===== config.mk =====
export PLATFORM = sky130hd
export DESIGN_NAME = stable_min_priority_queue
export DESIGN_NICKNAME = d
export VERILOG_FILES = /design/src/rtl/smpq_pkg.sv /design/src/rtl/smpq_ctrl.sv /design/src/rtl/smpq_datapath.sv /design/src/rtl/stable_min_priority_queue.sv
export SDC_FILE = /design/constraint.sdc
export NUM_CORES = 2
export LEC_CHECK = 0
export BUFFER_PORTS_ARGS = -buffer_cell sky130_fd_sc_hd__buf_2
export CELL_PAD_IN_SITES_DETAIL_PLACEMENT = 1
export CELL_PAD_IN_SITES_GLOBAL_PLACEMENT = 2
export CORE_ASPECT_RATIO = 2
export CORE_MARGIN = 2
export CORE_UTILIZATION = 45
export CTS_CLUSTER_SIZE = 20
export DETAILED_ROUTE_END_ITERATION = 6
export PLACE_DENSITY = 0.85
export RECOVER_POWER = 100
export SLEW_MARGIN = 15
export SYNTH_ARGS = -nofsm -noshare
export SYNTH_HDL_FRONTEND = slang
export SYNTH_SLANG_ARGS = --single-unit

===== constraint.sdc =====
create_clock -name clock -period 11.2 [get_ports clock]
set_input_delay 2.24 -clock clock [delete_from_list [all_inputs] [get_ports clock]]
set_output_delay 2.24 -clock clock [all_outputs]
set_load 0.005 [all_outputs]

===== src/rtl/smpq_pkg.sv =====
// Shared constants, types and codes for the stable minimum priority queue.
`timescale 1ns / 1ps

package smpq_pkg;

   localparam int CAPACITY        = 16;
   localparam int ELEM_WIDTH      = 32;
   localparam int PRIO_WIDTH      = 16;
   localparam int CNT_WIDTH       = $clog2(CAPACITY + 1);
   localparam int COUNT_OUT_WIDTH = 5;
   localparam int ERR_WIDTH       = 2;

   typedef enum logic {
      OP_ENQUEUE = 1'b0,
      OP_DEQUEUE = 1'b1
   } op_type;

   typedef enum logic [ERR_WIDTH-1:0] {
      ERR_OK    = 2'd0,
      ERR_FULL  = 2'd1,
      ERR_EMPTY = 2'd2
   } err_type;

   typedef enum logic {
      ST_IDLE = 1'b0,
      ST_EXEC = 1'b1
   } state_type;

   typedef struct packed {
      logic load_req;
      logic exec;
   } cmd_type;

endpackage


===== src/rtl/smpq_ctrl.sv =====
// Controller state machine that sequences request capture, queue update and response.
`timescale 1ns / 1ps

module smpq_ctrl
   import smpq_pkg::*;
(
   input  logic    clock,
   input  logic    reset,
   input  logic    req_valid,
   output logic    req_stall,
   output logic    rsp_valid,
   input  logic    rsp_stall,
   output cmd_type cmd
);

   state_type state_ff;
   state_type state_in;
   logic      rsp_valid_ff;
   logic      rsp_valid_in;
   logic      out_free;

   assign out_free = !rsp_valid_ff || !rsp_stall;

   always_comb begin
      state_in = state_ff;
      unique case (state_ff)
         ST_IDLE: begin
            if (req_valid) begin
               state_in = ST_EXEC;
            end
         end
         ST_EXEC: begin
            if (out_free) begin
               state_in = ST_IDLE;
            end
         end
         default: state_in = ST_IDLE;
      endcase
   end

   always_comb begin
      cmd       = '0;
      req_stall = 1'b1;
      unique case (state_ff)
         ST_IDLE: begin
            req_stall    = 1'b0;
            cmd.load_req = req_valid;
         end
         ST_EXEC: begin
            cmd.exec = out_free;
         end
         default: req_stall = 1'b1;
      endcase
   end

   assign rsp_valid_in = cmd.exec || (rsp_valid_ff && rsp_stall);
   assign rsp_valid    = rsp_valid_ff;

   always_ff @(posedge clock) begin
      if (reset) begin
         state_ff     <= ST_IDLE;
         rsp_valid_ff <= 1'b0;
      end else begin
         state_ff     <= state_in;
         rsp_valid_ff <= rsp_valid_in;
      end
   end

endmodule


===== src/rtl/smpq_datapath.sv =====
// Datapath with the sorted slot array, request register and response register.
`timescale 1ns / 1ps

module smpq_datapath
   import smpq_pkg::*;
(
   input  logic                       clock,
   input  logic                       reset,
   input  cmd_type                    cmd,
   input  logic                       req_operation,
   input  logic [ELEM_WIDTH-1:0]      req_elem,
   input  logic [PRIO_WIDTH-1:0]      req_priority_req,
   output logic [ELEM_WIDTH-1:0]      rsp_front_elem,
   output logic [PRIO_WIDTH-1:0]      rsp_front_priority,
   output logic [COUNT_OUT_WIDTH-1:0] rsp_entry_count,
   output logic                       rsp_is_empty,
   output logic [ERR_WIDTH-1:0]       rsp_error
);

   logic [ELEM_WIDTH-1:0]      slot_elem_ff [CAPACITY];
   logic [PRIO_WIDTH-1:0]      slot_prio_ff [CAPACITY];
   logic [ELEM_WIDTH-1:0]      slot_elem_in [CAPACITY];
   logic [PRIO_WIDTH-1:0]      slot_prio_in [CAPACITY];
   logic [CNT_WIDTH-1:0]       count_ff;
   logic [CNT_WIDTH-1:0]       count_in;
   logic                       op_ff;
   logic [ELEM_WIDTH-1:0]      elem_ff;
   logic [PRIO_WIDTH-1:0]      prio_ff;
   logic [CAPACITY-1:0]        le;
   logic                       full;
   logic                       empty;
   err_type                    err_in;
   logic [ELEM_WIDTH-1:0]      front_elem_ff;
   logic [PRIO_WIDTH-1:0]      front_prio_ff;
   logic [COUNT_OUT_WIDTH-1:0] entry_count_ff;
   logic                       is_empty_ff;
   err_type                    error_ff;

   assign full  = (count_ff == CNT_WIDTH'(CAPACITY));
   assign empty = (count_ff == '0);

   // A slot keeps its entry when it is occupied and ranks at or ahead of the new one.
   always_comb begin
      for (int i = 0; i < CAPACITY; i++) begin
         le[i] = (CNT_WIDTH'(i) < count_ff) && (slot_prio_ff[i] <= prio_ff);
      end
   end

   always_comb begin
      slot_elem_in = slot_elem_ff;
      slot_prio_in = slot_prio_ff;
      count_in     = count_ff;
      err_in       = ERR_OK;
      if (op_ff == OP_ENQUEUE) begin
         if (full) begin
            err_in = ERR_FULL;
         end else begin
            if (!le[0]) begin
               slot_elem_in[0] = elem_ff;
               slot_prio_in[0] = prio_ff;
            end
            for (int i = 1; i < CAPACITY; i++) begin
               if (!le[i]) begin
                  if (le[i-1]) begin
                     slot_elem_in[i] = elem_ff;
                     slot_prio_in[i] = prio_ff;
                  end else begin
                     slot_elem_in[i] = slot_elem_ff[i-1];
                     slot_prio_in[i] = slot_prio_ff[i-1];
                  end
               end
            end
            count_in = count_ff + 1'b1;
         end
      end else begin
         if (empty) begin
            err_in = ERR_EMPTY;
         end else begin
            for (int i = 0; i < CAPACITY - 1; i++) begin
               slot_elem_in[i] = slot_elem_ff[i+1];
               slot_prio_in[i] = slot_prio_ff[i+1];
            end
            count_in = count_ff - 1'b1;
         end
      end
   end

   always_ff @(posedge clock) begin
      if (reset) begin
         count_ff <= '0;
      end else if (cmd.exec) begin
         count_ff <= count_in;
      end
   end

   always_ff @(posedge clock) begin
      if (cmd.load_req) begin
         op_ff   <= req_operation;
         elem_ff <= req_elem;
         prio_ff <= req_priority_req;
      end
      if (cmd.exec) begin
         slot_elem_ff   <= slot_elem_in;
         slot_prio_ff   <= slot_prio_in;
         front_elem_ff  <= (count_in == '0) ? '0 : slot_elem_in[0];
         front_prio_ff  <= (count_in == '0) ? '0 : slot_prio_in[0];
         entry_count_ff <= COUNT_OUT_WIDTH'(count_in);
         is_empty_ff    <= (count_in == '0);
         error_ff       <= err_in;
      end
   end

   assign rsp_front_elem     = front_elem_ff;
   assign rsp_front_priority = front_prio_ff;
   assign rsp_entry_count    = entry_count_ff;
   assign rsp_is_empty       = is_empty_ff;
   assign rsp_error          = error_ff;

endmodule


===== src/rtl/stable_min_priority_queue.sv =====
// Top level of the stable minimum priority queue.
//
//   Channel   Direction   Handshake            Payload
//   req_      in          req_valid/req_stall  operation, elem, priority_req
//   rsp_      out         rsp_valid/rsp_stall  front_elem, front_priority, entry_count,
//                                              is_empty, error
//
// Each transaction first captures the request and then updates the sorted slot array,
// where all slots compare against the new priority in parallel.
// A response still held by rsp_stall delays the update cycle until the register frees.
// Reset clears the controller, the response valid flag and the entry count; slot
// contents are not cleared, since only occupied slots are ever read.
`timescale 1ns / 1ps

module stable_min_priority_queue
   import smpq_pkg::*;
(
   input  logic                       clock,
   input  logic                       reset,
   input  logic                       req_valid,
   output logic                       req_stall,
   input  logic                       req_operation,
   input  logic [ELEM_WIDTH-1:0]      req_elem,
   input  logic [PRIO_WIDTH-1:0]      req_priority_req,
   output logic                       rsp_valid,
   input  logic                       rsp_stall,
   output logic [ELEM_WIDTH-1:0]      rsp_front_elem,
   output logic [PRIO_WIDTH-1:0]      rsp_front_priority,
   output logic [COUNT_OUT_WIDTH-1:0] rsp_entry_count,
   output logic                       rsp_is_empty,
   output logic [ERR_WIDTH-1:0]       rsp_error
);

   cmd_type cmd;

   smpq_ctrl u_ctrl (
      .clock     (clock),
      .reset     (reset),
      .req_valid (req_valid),
      .req_stall (req_stall),
      .rsp_valid (rsp_valid),
      .rsp_stall (rsp_stall),
      .cmd       (cmd)
   );

   smpq_datapath u_datapath (
      .clock              (clock),
      .reset              (reset),
      .cmd                (cmd),
      .req_operation      (req_operation),
      .req_elem           (req_elem),
      .req_priority_req   (req_priority_req),
      .rsp_front_elem     (rsp_front_elem),
      .rsp_front_priority (rsp_front_priority),
      .rsp_entry_count    (rsp_entry_count),
      .rsp_is_empty       (rsp_is_empty),
      .rsp_error          (rsp_error)
   );

endmodule


# Yosys cells after proc, flatten, opt, wreduce, memory -nomap -nowiden

Index checks and enable logic that the tools add are counted.

Magnitude comparators: 32
Mux-type cells: 80
Reductions and logical operators: 38
Divide/modulo/power cells: 0
Add/sub/neg operators: 2
Shift-type cells: 0
Bitwise operators: 4
Eq/ne operators: 17
Multipliers: 0

Operator list:

| kind                  | number |
|---|---|
| $mux W32              | 31 |
| $mux W480             | 2 |
| $mux W512             | 1 |
| $mux W16              | 31 |
| $mux W240             | 2 |
| $le A16 B16 Y1        | 16 |
| $mux W256             | 1 |
| $reduce_and A4 Y1     | 15 |
| $lt A4 B5 Y1 const A  | 8 |
| $ne A2 B1 Y1 const B  | 15 |
| $lt A3 B5 Y1 const A  | 4 |
| $logic_and A1 B1 Y1   | 17 |
| $mux W5               | 3 |
| $logic_not A5 Y1      | 2 |
| $lt A1 B5 Y1 const A  | 2 |
| $lt A2 B5 Y1 const A  | 2 |
| $mux W1               | 6 |
| $add A5 B1 Y5 const B | 1 |
| $eq A5 B5 Y1 const B  | 1 |
| $sub A5 B1 Y5 const B | 1 |
| $mux W2               | 2 |
| $not A1 Y1            | 4 |
| $logic_not A1 Y1      | 2 |
| $logic_or A1 B1 Y1    | 2 |
| 2 further kinds       | 2 |

Bits in read-only memories: 0
Memories kept: 0
Bits of input ports: 53
Memory bits (writable): 0
Latch bits: 0
Flip-flop bits (word level): 880

# Longest topological paths before layout

Depth after elaboration: 6
Mapped depth: 13
Mapped depth without buffers: 10

# Modules after synthesis

A second synthesis with hierarchy kept.

Cells, all modules: 4158
Area total of the unflattened synthesis: 48137.4 um^2

Modules (own cells, without submodules):

| module        | cells each | seq. area each (um^2) | times used | area an instance (um^2) |
|---|---|---|---|---|
| smpq_datapath | 4149       | 26315.2               | 1          | 48044.8 |
| smpq_ctrl     | 9          | 40.0                  | 1          | 92.6 |

# Least setup slack after synthesis

OpenSTA, ideal clock, no wires.

Kind: input port to flip-flop
From: input rsp_stall
To: register u_datapath.slot_elem_ff[0] (netlist bit), enable pin
Path buffers: 1
Stages on the path: 4
Data arrival time: 9.303 ns
Setup time: 0.526 ns
Data required time: 10.674 ns
Slack: 1.371 ns
Cell sequence: a21boi_0 buf_1 nand2_1 a211oi_1

RTL lines:

| item                 | RTL line                        | RTL |
|---|---|---|
| start, declared      | stable_min_priority_queue.sv:26 | `input logic rsp_stall,` |
| end signal, assigned | smpq_datapath.sv:103            | `slot_elem_ff <= slot_elem_in;` |
| end, declared        | smpq_datapath.sv:20             | `logic [ELEM_WIDTH-1:0] slot_elem_ff [CAPACITY];` |

# Worst setup path after layout

From: input rsp_stall
To: register u_datapath.slot_elem_ff[364] (netlist bit), enable pin

Cells in the longest elaborated chain, start to end: 4

Ends and longest elaborated chain:

| item                        | RTL line        | RTL |
|---|---|---|
| $logic_not A1 Y1            | smpq_ctrl.sv:22 | `assign out_free = !rsp_valid_ff \|\| !rsp_stall;` |
| $logic_or A1 B1 Y1          | smpq_ctrl.sv:22 |  |
| $mux W1                     | smpq_ctrl.sv:44 | `unique case (state_ff)` |
| $reduce_and A4 Y1 (no line) | --              |  |

No other way between the ends.
A chain may end at the register's enable or synchronous reset.

==> impl_metrics.env <==
export IMPL_status="complete, but fails checks"
export IMPL_violations="capacitance limit, slew limit"
export IMPL_r2r_end="u_datapath.slot_elem_ff[21]"
export IMPL_hold_path_class="flip-flop to flip-flop"
export IMPL_cp_required_ps=11440
export IMPL_synth_nets=4177
export IMPL_start_util=0.454
export IMPL_cts_resized_gates=0
export IMPL_r2r_slack_ps=3280
export IMPL_power_leakage_nw=19.2
export IMPL_ys_seq_area_frac=0.547
export IMPL_final_common_cell="edfxtp_1"
export IMPL_grt_first_pass_wirelength_um=246000
export IMPL_ys_flop_type="edfxtp_1"
export IMPL_worstHoldPathCells=2
export IMPL_fin_util=0.495
export IMPL_worstSetupPathType="input pin to flip-flop"
export IMPL_setup_tns_ps=0
export IMPL_startpoint_type="input pin"
export IMPL_worstSkewPairLatency_ps=710
export IMPL_vdd_drop_max_uv=116
export IMPL_portBuffers=110
export IMPL_routabilityCongestion=0.907
export IMPL_worstReg2RegStart="u_datapath.prio_ff[3]"
export IMPL_powerDensity_mw_per_mm2=165
export IMPL_cts_sinks=880
export IMPL_grt_max_degree=187
export IMPL_p_sw_frac=0.286
export IMPL_grt_usage=0.298
export IMPL_power_switching_mw=2.48
export IMPL_fillers=10900
export IMPL_slew_headroom=-1.83
export IMPL_r2r_cells=11
export IMPL_drc=0
export IMPL_antenna_left=0
export IMPL_period_share=0.724
export IMPL_die_h_um=467
export IMPL_io_pins=111
export IMPL_fp_coreArea_mm2=0.106
export IMPL_clk_root_buffer_cell="clkbuf_16"
export IMPL_netlist_cell_type_count=73
export IMPL_numCtsBuffers=84
export IMPL_first_global_vias=38700
export IMPL_crit_path_start="rsp_stall"
export IMPL_htree_levels=3
export IMPL_pwr_share_clk=0.348
export IMPL_period_needed_ps=8100
export IMPL_die_x_um=235
export IMPL_drive_gt1_frac=0.0991
export IMPL_grt_overflow_total=0
export IMPL_viasPerCell=6.78
export IMPL_hpwlAfterDp_um=114000
export IMPL_worst_pin_slew_ps=4250
export IMPL_dr_first_iter_drc_count=2971
export IMPL_synthCells=3865
export IMPL_worstPathMaxFanout=50
export IMPL_fin_skew_ps=29.7
export IMPL_hold_slack_ps=554
export IMPL_syn_cell_area_mm2=0.0482
export IMPL_cap_violations=26
export IMPL_p_int_mw=6.20
export IMPL_crit_path_end="u_datapath.slot_elem_ff[364]"
export IMPL_p_comb_frac=0.163
export IMPL_syn_area_per_cell_um2=12.5
export IMPL_areaGrowthSynthToFinish_pct=9.04
export IMPL_rsz0062_at_grt="no"
export IMPL_layout_common_cells="873 x edfxtp_1, 480 x a221o_1, 264 x and2_1, 259 x ha_1, 224 x nand2_1"
export IMPL_end_kind="flip-flop"
export IMPL_maxSlewViolCount=1228
export IMPL_firstDrtPassIters=5
export IMPL_routed_wl_um=166000
export IMPL_sequentialPowerShare=0.488
export IMPL_synth_edf_count=873
export IMPL_rows=169
export IMPL_yosysWarnings=0
export IMPL_final_seq_area_mm2=0.0264
export IMPL_cts_buffer_depth=3
export IMPL_cts_tree="built"
export IMPL_max_freq_ghz=0.123
export IMPL_ctsHoldBuffers=0
export IMPL_num_vias=35400
export IMPL_ys_async_sr_fraction=0
export IMPL_multi_input_comb_area_mm2=0.0203
export IMPL_crit_arrival_ps=8350
export IMPL_clkTransAtPathRegs_ps=70
export IMPL_hold_viol=0
export IMPL_final_nets=4104
export IMPL_synth_ff_latch_count=880
export IMPL_setup_violations=0
export IMPL_cts_setup_buffers=0
export IMPL_die_area_mm2=0.110
export IMPL_drt_wirelength_per_cell_um=31.9
export IMPL_antenna_found_initial=1
## per-layer routing
| metal | share of wire | GRT usage | vias up |
|---|---|---|---|
| met5 | 0 | 0 | - |
| met3 | 0.034 | 0.0328 | 614 |
| met1 | 0.33 | 0.292 | 18400 |
| li1 | - | - | 15200 |
| met4 | 0.081 | 0.217 | 0 |
| met2 | 0.56 | 0.573 | 1252 |
## registers in the layout (all words and copies together), names as in the netlist
register                       cells
u_ctrl.rsp_valid                   1
u_ctrl.state_ff                    1
u_datapath.count_ff                5
u_datapath.elem_ff                32
u_datapath.op_ff                   1
u_datapath.prio_ff                16
u_datapath.rsp_entry_count         5
u_datapath.rsp_error               2
u_datapath.rsp_front_elem         32
u_datapath.rsp_front_priority     16
u_datapath.rsp_is_empty            1
u_datapath.slot_elem_ff          512
u_datapath.slot_prio_ff          256
## power groups by stage
stage               clock network (mW)  logic, mW  registers [mW]
finish                            3.02       1.42            4.24
global route                      3.15       1.54            4.25
CTS                               3.07       1.42            4.23
detailed placement                   0       1.40            4.29
global placement                     0       1.34            4.29
floorplan                            0      0.996            4.16
## cell families after synthesis
logic type	count (synthesis)	share of synthesized area
compound gates	1153	0.193
mux	242	0.0515
fa+ha+maj	259	0.0672
buf+inv	424	0.0377
flops	880	0.547
simple gates	905	0.104
xor+xnor	2	0.000363
## area by class of cell
| cell class | count | area share |
|---|---|---|
| clock buffers | 99 | 0.0419 |
| repair buffers | 220 | 0.0246 |
| inverters | 45 | 0.00326 |
| well taps | 1368 | 0.0326 |
| diodes | 1 | 0.0000476 |
| clock inverters | 51 | 0.0105 |
| multi-input cells | 2561 | 0.386 |
| flip-flops and latches | 880 | 0.501 |
## worst max-delay path, stage by stage
cell      delay (ps)
clkbuf_1         110
a21boi_4         120
clkbuf_1        2520
nand2_1          120
clkbuf_1         710
a21oi_4          300
clkbuf_1        2090
## through the flow
step | cells | total power, mW | worst slack, ps | instance area (µm²)
after CTS | 5223 | 8.71 | 5930 | 52800
after global placement | 5073 | 5.63 | 5970 | 50000
after global routing | 5225 | 8.94 | 2830 | 52600
after floorplan | 3865 | 5.16 | 1370 | 48200
final | 5225 | 8.68 | 3100 | 52600
after detailed placement | 5073 | 5.69 | 5950 | 50000
## how the worst min path moves through the flow
stage | slack [ps] | from | endpoint
after global placement | 550 | u_datapath.slot_elem_ff[432] | u_datapath.slot_elem_ff[464]
after CTS | 570 | u_datapath.slot_elem_ff[34] | u_datapath.slot_elem_ff[2]
after floorplan | 500 | u_ctrl.rsp_valid | u_ctrl.rsp_valid
final | 550 | u_ctrl.state_ff | u_ctrl.state_ff
after global routing | 590 | u_datapath.slot_elem_ff[34] | u_datapath.slot_elem_ff[2]
after detailed placement | 560 | u_datapath.slot_elem_ff[34] | u_datapath.slot_elem_ff[2]
## synthesized netlist by cell type (8+ instances only)
cell type | n | area share
ha_1 | 259 | 0.067
a311o_1 | 32 | 0.0066
o21a_1 | 27 | 0.0042
nor2_1 | 42 | 0.0033
nand4_1 | 55 | 0.0071
buf_6 | 10 | 0.0023
o21ai_0 | 199 | 0.021
mux2_1 | 9 | 0.0021
nor2b_1 | 22 | 0.0029
mux2_2 | 39 | 0.0091
edfxtp_1 | 873 | 0.54
a31oi_1 | 23 | 0.0030
and2_1 | 454 | 0.059
clkbuf_1 | 231 | 0.018
o22ai_1 | 8 | 0.0010
o211ai_1 | 18 | 0.0028
a22o_1 | 80 | 0.015
mux2i_1 | 194 | 0.040
nand3_1 | 37 | 0.0038
inv_1 | 43 | 0.0033
buf_1 | 40 | 0.0031
or2_2 | 11 | 0.0014
a21o_1 | 75 | 0.012
o21ai_1 | 19 | 0.0020
buf_4 | 10 | 0.0016
nor3_1 | 18 | 0.0019
o211a_1 | 33 | 0.0069
buf_2 | 87 | 0.0090
a221o_1 | 480 | 0.10
a21oi_1 | 108 | 0.011
nand2_1 | 224 | 0.017
a22oi_1 | 18 | 0.0028
(Power assumes the default switching activity.)
